**src/rtl/chunked_base64_transfer_receiver_unit_macros.svh**
```systemverilog
// assertion macros for the chunked base64 transfer receiver
`ifndef CHUNKED_BASE64_TRANSFER_RECEIVER_UNIT_MACROS_SVH
`define CHUNKED_BASE64_TRANSFER_RECEIVER_UNIT_MACROS_SVH

// property that must hold in the same cycle as its trigger
`ifndef SYNTH
`define CBTR_ASSERT_SAME(lbl, clk, rst_n, trig, prop) \
    lbl: assert property (@(posedge clk) disable iff (!rst_n) (trig) |-> (prop)) \
        else $error("same-cycle check failed");
`else
`define CBTR_ASSERT_SAME(lbl, clk, rst_n, trig, prop)
`endif

// property that must hold in the cycle after its trigger
`ifndef SYNTH
`define CBTR_ASSERT_NEXT(lbl, clk, rst_n, trig, prop) \
    lbl: assert property (@(posedge clk) disable iff (!rst_n) (trig) |=> (prop)) \
        else $error("next-cycle check failed");
`else
`define CBTR_ASSERT_NEXT(lbl, clk, rst_n, trig, prop)
`endif

`endif

```
**src/rtl/cbtr_pkg.sv**
```systemverilog
// shared types and codes of the chunked base64 transfer receiver
package cbtr_pkg;

    // request kinds
    localparam logic [2:0] ACT_BEGIN  = 3'd0;
    localparam logic [2:0] ACT_GROUP  = 3'd1;
    localparam logic [2:0] ACT_EMPTY  = 3'd2;
    localparam logic [2:0] ACT_FINISH = 3'd3;
    localparam logic [2:0] ACT_CLEAR  = 3'd4;

    // result status codes
    localparam logic [2:0] ST_OK         = 3'd0;
    localparam logic [2:0] ST_INVALID    = 3'd1;
    localparam logic [2:0] ST_FULL       = 3'd2;
    localparam logic [2:0] ST_NO_XFER    = 3'd3;
    localparam logic [2:0] ST_ORDER      = 3'd4;
    localparam logic [2:0] ST_BAD64      = 3'd5;
    localparam logic [2:0] ST_INCOMPLETE = 3'd6;
    localparam logic [2:0] ST_MISMATCH   = 3'd7;

    // base64 alphabet markers
    localparam logic [7:0] CHAR_PAD   = 8'h3D;
    localparam logic [7:0] CHAR_PLUS  = 8'h2B;
    localparam logic [7:0] CHAR_SLASH = 8'h2F;
    localparam logic [7:0] OFS_LOWER  = 8'd26;
    localparam logic [7:0] OFS_DIGIT  = 8'd52;
    localparam logic [5:0] VAL_PLUS   = 6'd62;
    localparam logic [5:0] VAL_SLASH  = 6'd63;
    localparam logic [2:0] FULL_GROUP = 3'd4;

    // one decoded character
    typedef struct packed {
        logic [5:0] val;
        logic       ok;
        logic       pad;
    } t_lane;

    // what one character group produces
    typedef struct packed {
        logic [2:0] status;
        logic [1:0] nbytes;
        logic [7:0] byte0;
        logic [7:0] byte1;
        logic [7:0] byte2;
    } t_group;

    // one result item
    typedef struct packed {
        logic        complete;
        logic        open;
        logic [15:0] chunks;
        logic [15:0] addr;
        logic [7:0]  byte2;
        logic [7:0]  byte1;
        logic [7:0]  byte0;
        logic [1:0]  nbytes;
        logic [2:0]  status;
    } t_result;

endpackage

```
**src/rtl/cbtr_lane.sv**
```systemverilog
// one character lane: base64 symbol decode and validity
module cbtr_lane (
    input  logic [7:0]     i_char,
    output cbtr_pkg::t_lane o_lane
);
    import cbtr_pkg::*;

    // map the ascii character to its six-bit value
    always_comb begin
        o_lane.val = 6'd0;
        o_lane.ok  = 1'b1;
        o_lane.pad = (i_char == CHAR_PAD);
        if (i_char inside {[8'h41:8'h5A]}) begin
            o_lane.val = 6'(i_char - 8'h41);
        end else if (i_char inside {[8'h61:8'h7A]}) begin
            o_lane.val = 6'(i_char - 8'h61 + OFS_LOWER);
        end else if (i_char inside {[8'h30:8'h39]}) begin
            o_lane.val = 6'(i_char - 8'h30 + OFS_DIGIT);
        end else if (i_char == CHAR_PLUS) begin
            o_lane.val = VAL_PLUS;
        end else if (i_char == CHAR_SLASH) begin
            o_lane.val = VAL_SLASH;
        end else if (i_char == CHAR_PAD) begin
            o_lane.val = 6'd0;
        end else begin
            o_lane.ok = 1'b0;
        end
    end

endmodule

```
**src/rtl/cbtr_merge.sv**
```systemverilog
// merge stage: combines the four lanes into checked, packed group bytes
module cbtr_merge (
    input  cbtr_pkg::t_lane  i_lane [4],
    input  logic [2:0]       i_char_count,
    input  logic             i_open,
    input  logic             i_order_ok,
    input  logic [1:0]       i_room,
    output cbtr_pkg::t_group o_group
);
    import cbtr_pkg::*;

    logic [7:0] raw0, raw1, raw2;
    logic [7:0] pk1, pk2;
    logic       keep1, keep2;
    logic [1:0] kept;
    logic       all_ok;

    // bytes from the four six-bit values
    assign raw0  = {i_lane[0].val, i_lane[1].val[5:4]};
    assign raw1  = {i_lane[1].val[3:0], i_lane[2].val[5:2]};
    assign raw2  = {i_lane[2].val[1:0], i_lane[3].val};
    assign keep1 = !i_lane[2].pad;
    assign keep2 = !i_lane[3].pad;
    assign kept  = 2'd1 + {1'b0, keep1} + {1'b0, keep2};
    assign all_ok = i_lane[0].ok && i_lane[1].ok && i_lane[2].ok && i_lane[3].ok;

    // kept bytes packed to the front
    assign pk1 = keep1 ? raw1 : raw2;
    assign pk2 = raw2;

    // checks in priority order, then the room limit
    always_comb begin
        o_group.status = ST_OK;
        o_group.nbytes = 2'd0;
        o_group.byte0  = 8'd0;
        o_group.byte1  = 8'd0;
        o_group.byte2  = 8'd0;
        if (!i_open) begin
            o_group.status = ST_NO_XFER;
        end else if (!i_order_ok) begin
            o_group.status = ST_ORDER;
        end else if (i_char_count != FULL_GROUP || !all_ok) begin
            o_group.status = ST_BAD64;
        end else begin
            if (i_room < kept) begin
                o_group.status = ST_FULL;
                o_group.nbytes = i_room;
            end else begin
                o_group.nbytes = kept;
            end
            o_group.byte0 = (o_group.nbytes >= 2'd1) ? raw0 : 8'd0;
            o_group.byte1 = (o_group.nbytes >= 2'd2) ? pk1 : 8'd0;
            o_group.byte2 = (o_group.nbytes == 2'd3) ? pk2 : 8'd0;
        end
    end

endmodule

```
**src/rtl/chunked_base64_transfer_receiver_unit.sv**
```systemverilog
// top level of the chunked base64 transfer receiver
//
// Input stream (s side): one request per beat. tuser carries the action
// (begin, character group, empty chunk, finish, clear); tlast marks the group
// that ends its chunk; tdata carries sizes, chunk number, four characters and
// the character count. Output stream (m side): exactly one result per request,
// with status, up to three decoded bytes, their buffer address, the chunk
// count and the transfer and completion flags.
// Four decode lanes handle the characters of a group in parallel and a merge
// stage packs and checks the bytes; the state registers update in the cycle
// of acceptance, so one request is taken every cycle while the skid register is empty.
// The result is registered in the output register, or in the skid register while the output stalls.
// Throughput: one request per cycle while the output side takes results.
// When the output stalls, one further request is accepted into a skid
// register; tready then drops until the output drains.
// Reset (and the clear action) empties the transfer state; reset also
// drops any pending results.
module chunked_base64_transfer_receiver_unit #(
    parameter int MAX_BYTES = 65536
) (
    input  logic        i_clk,
    input  logic        i_rst_n,
    input  logic        i_s_tvalid,
    output logic        o_s_tready,
    // total_size[19:0], chunk_total[35:20], chunk_index[51:36],
    // char_first[59:52], char_second[67:60], char_third[75:68],
    // char_fourth[83:76], char_count[86:84], zero[87]
    input  logic [87:0] i_s_tdata,
    // action[2:0]
    input  logic [2:0]  i_s_tuser,
    input  logic        i_s_tlast,
    output logic        o_m_tvalid,
    input  logic        i_m_tready,
    // status[2:0], byte_count[4:3], byte_first[12:5], byte_second[20:13],
    // byte_third[28:21], write_address[44:29], chunks_done[60:45],
    // transfer_open[61], data_complete[62], zero[63]
    output logic [63:0] o_m_tdata
);
    import cbtr_pkg::*;

    `include "chunked_base64_transfer_receiver_unit_macros.svh"

    localparam int CW = $clog2(MAX_BYTES + 1);

    // input fields
    logic [19:0] in_size;
    logic [15:0] in_chunks, in_index;
    logic [7:0]  in_char [4];
    logic [2:0]  in_count;
    logic [2:0]  in_action;
    logic        accept;

    assign in_size    = i_s_tdata[19:0];
    assign in_chunks  = i_s_tdata[35:20];
    assign in_index   = i_s_tdata[51:36];
    assign in_char[0] = i_s_tdata[59:52];
    assign in_char[1] = i_s_tdata[67:60];
    assign in_char[2] = i_s_tdata[75:68];
    assign in_char[3] = i_s_tdata[83:76];
    assign in_count   = i_s_tdata[86:84];
    assign in_action  = i_s_tuser;

    // transfer state
    logic [CW-1:0] r_exp_bytes, n_exp_bytes;
    logic [CW-1:0] r_written, n_written;
    logic [15:0]   r_exp_chunks, n_exp_chunks;
    logic [15:0]   r_rcv_chunks, n_rcv_chunks;
    logic          r_open, n_open;
    logic          r_drop, n_drop;
    logic [2:0]    r_drop_code, n_drop_code;
    logic          r_complete, n_complete;

    // output register and skid stage
    t_result r_out, n_out, r_skid, n_skid, res;
    logic    r_out_valid, n_out_valid, r_skid_valid, n_skid_valid;

    // decode lanes
    t_lane  lane [4];
    t_group grp;

    for (genvar g = 0; g < 4; g++) begin : g_lane
        cbtr_lane u_lane (
            .i_char (in_char[g]),
            .o_lane (lane[g])
        );
    end

    // room left in the declared size, saturated at one full group
    logic [CW-1:0]    room;
    logic [1:0]       room_sat;
    logic [CW+15:0]   addr_ext;

    assign room     = r_exp_bytes - r_written;
    assign room_sat = (room >= CW'(3)) ? 2'd3 : room[1:0];
    assign addr_ext = {16'd0, r_written};

    cbtr_merge u_merge (
        .i_lane       (lane),
        .i_char_count (in_count),
        .i_open       (r_open),
        .i_order_ok   (in_index == r_rcv_chunks),
        .i_room       (room_sat),
        .o_group      (grp)
    );

    assign o_s_tready = !r_skid_valid;
    assign accept     = i_s_tvalid && o_s_tready;

    // next transfer state and result of the current request
    always_comb begin
        n_exp_bytes  = r_exp_bytes;
        n_written    = r_written;
        n_exp_chunks = r_exp_chunks;
        n_rcv_chunks = r_rcv_chunks;
        n_open       = r_open;
        n_drop       = r_drop;
        n_drop_code  = r_drop_code;
        n_complete   = r_complete;
        res          = '0;
        case (in_action)
            ACT_GROUP: begin
                res.addr = addr_ext[15:0];
                if (r_drop) begin
                    res.status = r_drop_code;
                    if (i_s_tlast) begin
                        n_drop = 1'b0;
                    end
                end else begin
                    res.status = grp.status;
                    res.nbytes = grp.nbytes;
                    res.byte0  = grp.byte0;
                    res.byte1  = grp.byte1;
                    res.byte2  = grp.byte2;
                    n_written  = r_written + CW'(grp.nbytes);
                    if (grp.status == ST_OK) begin
                        if (i_s_tlast) begin
                            n_rcv_chunks = r_rcv_chunks + 16'd1;
                        end
                    end else if (!i_s_tlast) begin
                        n_drop      = 1'b1;
                        n_drop_code = grp.status;
                    end
                end
            end
            ACT_BEGIN: begin
                n_drop = 1'b0;
                if (in_size == 20'd0 || in_chunks == 16'd0) begin
                    res.status = ST_INVALID;
                end else if ({1'b0, in_size} > 21'(MAX_BYTES)) begin
                    res.status = ST_FULL;
                end else begin
                    n_written    = '0;
                    n_exp_bytes  = CW'(in_size);
                    n_exp_chunks = in_chunks;
                    n_rcv_chunks = 16'd0;
                    n_complete   = 1'b0;
                    n_open       = 1'b1;
                end
            end
            ACT_EMPTY: begin
                n_drop = 1'b0;
                if (!r_open) begin
                    res.status = ST_NO_XFER;
                end else if (in_index != r_rcv_chunks) begin
                    res.status = ST_ORDER;
                end else begin
                    n_rcv_chunks = r_rcv_chunks + 16'd1;
                end
            end
            ACT_FINISH: begin
                n_drop = 1'b0;
                if (!r_open) begin
                    res.status = ST_NO_XFER;
                end else if (r_rcv_chunks != r_exp_chunks) begin
                    res.status = ST_INCOMPLETE;
                    n_open     = 1'b0;
                end else if (r_written != r_exp_bytes) begin
                    res.status = ST_MISMATCH;
                    n_open     = 1'b0;
                end else begin
                    n_open     = 1'b0;
                    n_written  = '0;
                    n_complete = 1'b1;
                end
            end
            ACT_CLEAR: begin
                n_exp_bytes  = '0;
                n_written    = '0;
                n_exp_chunks = 16'd0;
                n_rcv_chunks = 16'd0;
                n_open       = 1'b0;
                n_drop       = 1'b0;
                n_drop_code  = ST_OK;
                n_complete   = 1'b0;
            end
            default: begin
                res.status = ST_INVALID;
            end
        endcase
        res.chunks   = n_rcv_chunks;
        res.open     = n_open;
        res.complete = n_complete;
    end

    // output register and skid steering
    always_comb begin
        n_out        = r_out;
        n_skid       = r_skid;
        n_out_valid  = r_out_valid;
        n_skid_valid = r_skid_valid;
        if (r_skid_valid) begin
            if (i_m_tready) begin
                n_out        = r_skid;
                n_skid_valid = 1'b0;
            end
        end else if (accept) begin
            if (!r_out_valid || i_m_tready) begin
                n_out       = res;
                n_out_valid = 1'b1;
            end else begin
                n_skid       = res;
                n_skid_valid = 1'b1;
            end
        end else if (i_m_tready) begin
            n_out_valid = 1'b0;
        end
    end

    // state registers
    always_ff @(posedge i_clk) begin
        if (!i_rst_n) begin
            r_exp_bytes  <= '0;
            r_written    <= '0;
            r_exp_chunks <= 16'd0;
            r_rcv_chunks <= 16'd0;
            r_open       <= 1'b0;
            r_drop       <= 1'b0;
            r_drop_code  <= ST_OK;
            r_complete   <= 1'b0;
            r_out_valid  <= 1'b0;
            r_skid_valid <= 1'b0;
        end else begin
            if (accept) begin
                r_exp_bytes  <= n_exp_bytes;
                r_written    <= n_written;
                r_exp_chunks <= n_exp_chunks;
                r_rcv_chunks <= n_rcv_chunks;
                r_open       <= n_open;
                r_drop       <= n_drop;
                r_drop_code  <= n_drop_code;
                r_complete   <= n_complete;
            end
            r_out_valid  <= n_out_valid;
            r_skid_valid <= n_skid_valid;
        end
    end

    // result payload registers
    always_ff @(posedge i_clk) begin
        r_out  <= n_out;
        r_skid <= n_skid;
    end

    assign o_m_tvalid = r_out_valid;
    assign o_m_tdata  = {1'b0, r_out};

    // checks
    `CBTR_ASSERT_SAME(a_skid_behind_out, i_clk, i_rst_n, r_skid_valid, r_out_valid)
    `CBTR_ASSERT_SAME(a_drop_has_code, i_clk, i_rst_n, r_drop, r_drop_code != ST_OK)
    `CBTR_ASSERT_SAME(a_written_in_size, i_clk, i_rst_n, 1'b1, r_written <= r_exp_bytes)
    `CBTR_ASSERT_NEXT(a_stall_fills_skid, i_clk, i_rst_n,
        accept && r_out_valid && !i_m_tready, r_skid_valid)

endmodule
```
**config.mk**
```make
export PLATFORM = sky130hd
export DESIGN_NAME = chunked_base64_transfer_receiver_unit
export DESIGN_NICKNAME = d
export VERILOG_FILES = /design/src/rtl/cbtr_pkg.sv /design/src/rtl/cbtr_lane.sv /design/src/rtl/cbtr_merge.sv /design/src/rtl/chunked_base64_transfer_receiver_unit.sv
export VERILOG_INCLUDE_DIRS = /design/src /design/src/rtl
export SDC_FILE = /design/constraint.sdc
export NUM_CORES = 1
export LEC_CHECK = 0
export ABC_AREA = 1
export BUFFER_PORTS_ARGS = -buffer_cell sky130_fd_sc_hd__buf_2
export CAP_MARGIN = 10
export CORE_ASPECT_RATIO = 1.1
export CORE_UTILIZATION = 30
export CTS_CLUSTER_DIAMETER = 30
export DETAILED_ROUTE_END_ITERATION = 12
export SLEW_MARGIN = 20
export SYNTH_ARGS = -nofsm -noshare
export SYNTH_HDL_FRONTEND = slang
export SYNTH_SLANG_ARGS = --single-unit
```
**constraint.sdc**
```tcl
create_clock -name i_clk -period 11.1 [get_ports i_clk]
set_clock_uncertainty 0.2 [all_clocks]
set_input_delay 0.555 -clock i_clk [delete_from_list [all_inputs] [get_ports i_clk]]
set_output_delay 0.555 -clock i_clk [all_outputs]
set_load 0.01 [all_outputs]
```
==> flow_summary.json, run 1 <==
{
  "design_area_mm2": 0.0154,
  "synth_cell_types": 64,
  "setup-tns-final_ps": 0,
  "antenna_found_initial": 1,
  "initial_core_util_pct": 30.3,
  "clkTransAtPathRegs_ps": 80,
  "cp.required_ps": 11290,
  "worst_slack_ps": 5580,
  "async_flop_share_pct": 0,
  "core_mm2": 0.0444,
  "drive_gt1_share_pct": 14.7,
  "period_minus_slack_ps": 5520,
  "whs_ps": 170,
  "drcViolationCount": 0,
  "fp.dieArea_mm2": 0.0457,
  "die-height_um": 224,
  "cts_hold_buf": 0,
  "reg2reg_from": "r_rcv_chunks[0]",
  "synth_ff_type": "edfxtp_1",
  "track_usage_pct": 17.0,
  "hold_start": "i_s_tdata[14]",
  "dr.pass1.iters": 5,
  "place_area_mm2": 0.0148,
  "gp_congestion": 0.921,
  "powerDensity_mw_per_mm2": 122,
  "grt_max_degree": 71,
  "r2r_cells": 19,
  "numCtsBuffers": 17,
  "setup_viol": 0,
  "crit_path_frequent_cell": "nand2_1",
  "cts_buffer_depth": 2,
  "cp-endpoint": "r_written[14]",
  "arrival_ps": 5710,
  "p_total_mw": 1.87,
  "max_stage_delay_ps": 710,
  "cts.repair.resized": 0,
  "synth_top_area_share_pct": 28.1,
  "synth_top_cells_by_count": "nand2_1 (430), inv_1 (208), nor2_1 (186)",
  "cp_slowest_cell": "nor2_1",
  "seq_area_frac_synth_pct": 39.1,
  "avgSynthCellArea_um2": 7.48,
  "rsz0062_at_grt": "false",
  "dp_hpwl_um": 29400,
  "endpoint_kind": "flip-flop",
  "yosysTopAreaCell": "edfxtp_1",
  "relSlewSlack_pct": 26.5,
  "synth_nets": 1946,
  "r2r-end": "r_written[14]",
  "cts_tree": "yes",
  "num_rows": 81,
  "startpoint": "r_rcv_chunks[0]",
  "gr-total-overflow": 0,
  "drt-total-wl_um": 38900,
  "p_leak_nw": 6.66,
  "r2r_setup_slack_ps": 5580,
  "max_cap_viol_count": 0,
  "clkSinkCount": 200,
  "htree_levels": 4,
  "slew_viol_final": 0,
  "clock-root-buffer": "clkbuf_16",
  "dr_total_vias": 12300,
  "worstPathCellList": "xnor2_1, nand2_1, nor4_1, nand2_1, nor2_1, inv_1, nor2_8, nand3_2, inv_1, ha_1, inv_1, fa_1, nor4_1, nand2_1, nor2_1, nand2_1, nor2_1, a21oi_1, nor3_1",
  "fin_crit_sh_pct": 49.8,
  "io_pins": 162,
  "fmax_ghz": 0.181,
  "synth_edf_count": 126,
  "ys_ff_latch": 200,
  "status": "finished clean",
  "grt_pass1_vias": 11700,
  "syn_inst": 1799,
  "ant_nets": 0,
  "drt_iter0_drc": 803,
  "wl_per_cell_um": 15.5,
  "hold_viol_final": 0,
  "worst_pin_slew_ps": 1100,
  "fillers": 4741,
  "port_buffers": 159,
  "holdCritPathClass": "primary input to flip-flop",
  "nets": 2069,
  "cts_setup_buffers": 0,
  "ir_worst_vdd_uv": 105,
  "pre_cts_ws_ps": 5590,
  "yosysWarnings": 0,
  "path_max_fanout": 11,
  "viasPerCell": 4.89,
  "grt_pass1_wl_um": 62200,
  "die_width_um": 204,
  "post-synth-top-count-cell": "nand2_1",
  "area_growth_pct": 14.5,
  "worst_setup_path_start_kind": "flip-flop",
  "syn-cell-area_mm2": 0.0134,
  "critPathKind": "flip-flop to flip-flop",
  "clock_latency_ps": 460,
  "yosys-top-cells-area": "edfxtp_1 (28%), nand2_1 (12%), dfxtp_1 (11%), inv_1 (5.8%), nor2_1 (5.2%)"
}
==> critical path: cells and delay by family, from the launching register on <==
kind                     cells  cell delay, ps
flip-flops                   1             620
AO/OA/AOI/OAI                1              80
adder cells (fa/ha/maj)      2             620
AND/OR/NAND/NOR             12            3210
XOR/XNOR                     1             170
buffers and inverters        3             580
==> kinds of logic after synthesis <==
logic type | count (synthesis) | synth area share [%]
simple gates | 871 | 29.2
fa+ha+maj | 51 | 4.86
compound gates | 324 | 14.2
other cells | 1 | 0.0279
flops | 200 | 39.1
xor+xnor | 61 | 3.97
buf+inv | 291 | 8.58
==> report_power, final <==
group / switching, mW / internal [mW] / leakage [nW] / total [mW]
sequential: 0.0246 / 0.827 / 1.85 / 0.851
combinational: 0.224 / 0.116 / 4.50 / 0.339
clock: 0.317 / 0.366 / 0.308 / 0.683
==> flip-flops by register name, indices dropped and copies added (netlist names) <==
register / flops
o_m_tdata: 63
o_m_tvalid: 1
r_complete: 1
r_drop: 1
r_drop_code: 3
r_exp_bytes: 17
r_exp_chunks: 16
r_open: 1
r_rcv_chunks: 16
r_skid: 63
r_skid_valid: 1
r_written: 17
==> worst min-delay path by stage <==
stage,cells after the start,slack (ps),to
floorplan,2,220,r_drop_code[1]
global placement,2,240,r_drop_code[2]
detailed placement,2,240,r_drop_code[2]
CTS,3,160,r_exp_bytes[12]
global route,3,170,r_exp_bytes[2]
finish,3,170,r_exp_bytes[14]
==> per-layer routing <==
layer  share of wire [%]  global-route usage, %  wire length, um
met4                 2.3                   5.70              914
met5                   0                      0                0
met3                 4.0                   2.33             1570
met2                  49                   29.3            19100
met1                  45                   21.7            17400
==> cell usage in the layout (no fill, tap or decap), types with 7 or more instances in the layout <==
cell	count
inv_1	208
xor2_1	39
clkbuf_16	17
o21ai_0	113
ha_1	49
o21ai_1	13
buf_4	10
dfxtp_1	73
or2_2	8
nor2_1	186
nand2_1	430
buf_2	159
nand3b_1	33
a211oi_1	11
a21oi_1	115
inv_2	13
nor2_4	7
edfxtp_1	126
nand3_1	100
xnor2_1	22
nor4_1	15
o21ai_2	8
nor3_1	29
nand4_1	21
o211ai_1	15
==> stage by stage <==
stage | util (%) | cells
after floorplan | - | 1799
after global placement | 33.3 | 2484
after detailed placement | 33.3 | 2484
after CTS | 34.7 | 2516
after global routing | 34.7 | 2517
final | 34.7 | 2517
==> layout make-up <==
class	instances	area (um2)	share of cell area, %
Antenna cell	1	2.50	0.0162
Clock buffer	17	425	2.76
Clock inverter	15	204	1.32
Inverter	226	853	5.54
Multi-Input combinational cell	1308	7050	45.8
Sequential cell	200	5270	34.2
Tap cell	581	727	4.72
Timing Repair Buffer	169	871	5.65
Note: power is estimated with default switching activity, not from simulation.
==> run 2, diff against run 1 <==
==> constraint.sdc (replaced) <==
create_clock -name i_clk -period 5.7 [get_ports i_clk]
set_clock_uncertainty 0.2 [all_clocks]
set_input_delay 0.285 -clock i_clk [delete_from_list [all_inputs] [get_ports i_clk]]
set_output_delay 0.285 -clock i_clk [all_outputs]
set_load 0.01 [all_outputs]
==> run 2 against run 1 <==
Effect of this change: maximum frequency grew 6.4%; flip-flop and latch count is the same; global-route usage grew 0.53 points; sequential share of layout area shrank 0.88 points; sequential power grew 95%; largest power group unchanged; largest cell class unchanged; total power grew 94%; critical path type unchanged.
==> flow_summary.json, run 2 (synthesized netlist as in run 1, its figures left out) <==
{
  "relSlewSlack_pct": 29.6,
  "drive_gt1_share_pct": 14.9,
  "fillers": 4712,
  "cp_slowest_cell": "fa_1",
  "io_pins": 162,
  "final_cells": 2559,
  "critPathKind": "flip-flop to flip-flop",
  "hold_viol_final": 0,
  "dr_total_vias": 12500,
  "antenna_found_initial": 1,
  "status": "finished clean",
  "grt_max_degree": 71,
  "p_sw_share_pct": 32.2,
  "combPwrFrac_pct": 18.9,
  "drt-total-wl_um": 39900,
  "endpoint_kind": "flip-flop",
  "nets": 2110,
  "max_stage_delay_ps": 430,
  "gr-total-overflow": 0,
  "p_leak_nw": 6.84,
  "htree_levels": 4,
  "fin_crit_sh_pct": 91.1,
  "grt_pass1_vias": 11700,
  "area_growth_pct": 17.5,
  "ir_worst_vdd_uv": 167,
  "clkSinkCount": 200,
  "clock-root-buffer": "clkbuf_16",
  "final_common_cell": "nand2_1",
  "cts_setup_buffers": 0,
  "clock_latency_ps": 470,
  "gp_congestion": 0.904,
  "internal_power_mw": 2.46,
  "clkPwrFrac_pct": 35.5,
  "slew_viol_final": 0,
  "whs_ps": 19.2,
  "core_mm2": 0.0444,
  "pre_cts_ws_ps": 510,
  "fmax_ghz": 0.193,
  "ant_nets": 0,
  "drt_iter0_drc": 867,
  "initial_core_util_pct": 30.3,
  "numCtsBuffers": 17,
  "fp.dieArea_mm2": 0.0457,
  "powerDensity_mw_per_mm2": 230,
  "track_usage_pct": 17.6,
  "wl_per_cell_um": 15.6,
  "crit_path_frequent_cell": "nand2_1",
  "placedCellCount": 2493,
  "worst_slack_ps": 507,
  "die-height_um": 224,
  "cp.required_ps": 5890,
  "period_minus_slack_ps": 5190,
  "dr.pass1.iters": 5,
  "num_rows": 81,
  "switching_power_mw": 1.17,
  "setup-tns-final_ps": 0,
  "clkTransAtPathRegs_ps": 90,
  "worst_pin_slew_ps": 1050,
  "max_cap_viol_count": 0,
  "setup_viol": 0,
  "rsz0062_at_grt": "false",
  "grt_pass1_wl_um": 63600,
  "drcViolationCount": 0,
  "holdCritPathClass": "primary input to flip-flop",
  "layout_common_cells": "nand2_1 (430), inv_1 (208), nor2_1 (186), buf_2 (159), edfxtp_1 (126)",
  "cts_tree": "yes",
  "pwr-share-seq_pct": 45.6,
  "cts_buffer_depth": 2,
  "die_width_um": 204,
  "dp_hpwl_um": 29900,
  "port_buffers": 159,
  "viasPerCell": 4.88,
  "worst_setup_path_start_kind": "flip-flop",
  "arrival_ps": 5380,
  "path_max_fanout": 5
}
run 2: cell types whose count changed in the layout (fill, tap and decap cells not counted), sizes merged:
cell / before / now
diode: 1 / 2
dlygate4sd3: 0 / 32
clkinv: 4 / 9
bufinv: 3 / 0
clkinvlp: 1 / 0
inv: 233 / 232
buf: 169 / 178
run 2: cell type report:
cell class                 count  area [um2]  share of cell area [%]
sequential                   200        5270                    33.3
clock inverter                15         206                    1.31
inverter                     226         853                    5.40
multi-input combinational   1308        7070                    44.7
tap                          581         727                    4.60
timing repair buffer         210        1260                    7.96
clock buffer                  17         425                    2.69
antenna                        2        5.00                  0.0317
run 2: worst max-delay path: cells and delay by family (launching register included):
family                     cells  cell delay [ps]
AOI/OAI and AO/OA              1               80
adders and majority gates      5             1540
buffers and inverters          4              310
DFF                            1              310
and+or+nand+nor               22             2690
run 2: stage by stage:
step | cell area (um2) | util [%] | total power [mW]
6_report | 15800 | 35.6 | 3.63
5_1_grt | 15800 | 35.6 | 3.83
4_1_cts | 15800 | 35.6 | 3.68
3_5_place_dp | 14800 | 33.4 | 2.36
3_3_place_gp | 14800 | 33.4 | 2.35
2_1_floorplan | 13500 | - | 2.13
run 2: power groups by stage:
stage / logic (mW) / clock network [mW] / registers [mW]
4_1_cts: 0.688 / 1.33 / 1.66
6_report: 0.688 / 1.29 / 1.66
3_3_place_gp: 0.661 / 0 / 1.69
2_1_floorplan: 0.439 / 0 / 1.69
5_1_grt: 0.776 / 1.40 / 1.66
3_5_place_dp: 0.668 / 0 / 1.69
run 2: timing repair:
item                                   4_1_cts  5_1_grt
endpoints found under the hold margin       32        0
resized for setup                            0        1
hold buffers                                32        0
setup endpoints to repair                    0        1
run 2: per-layer routing:
layer / vias to the layer above / track usage (%) / share of wire (%)
li1: 6326 / - / -
met1: 5820 / 22.5 / 45
met2: 301 / 30.3 / 49
met3: 47 / 2.50 / 3.6
met4: 0 / 5.38 / 2.1
met5: - / 0 / 0
run 2: path summary, 6_finish.rpt:
path / startpoint / endpoint / slack [ps] / cells past startpoint
worst min register to register: r_drop_code[2] / r_drop_code[2] / 260 / 2
worst min-delay path: i_s_tdata[24] / r_exp_chunks[4] / 20 / 3
worst max-delay path: r_exp_bytes[0] / r_written[14] / 510 / 32
worst max register to register: r_exp_bytes[0] / r_written[14] / 510 / 32
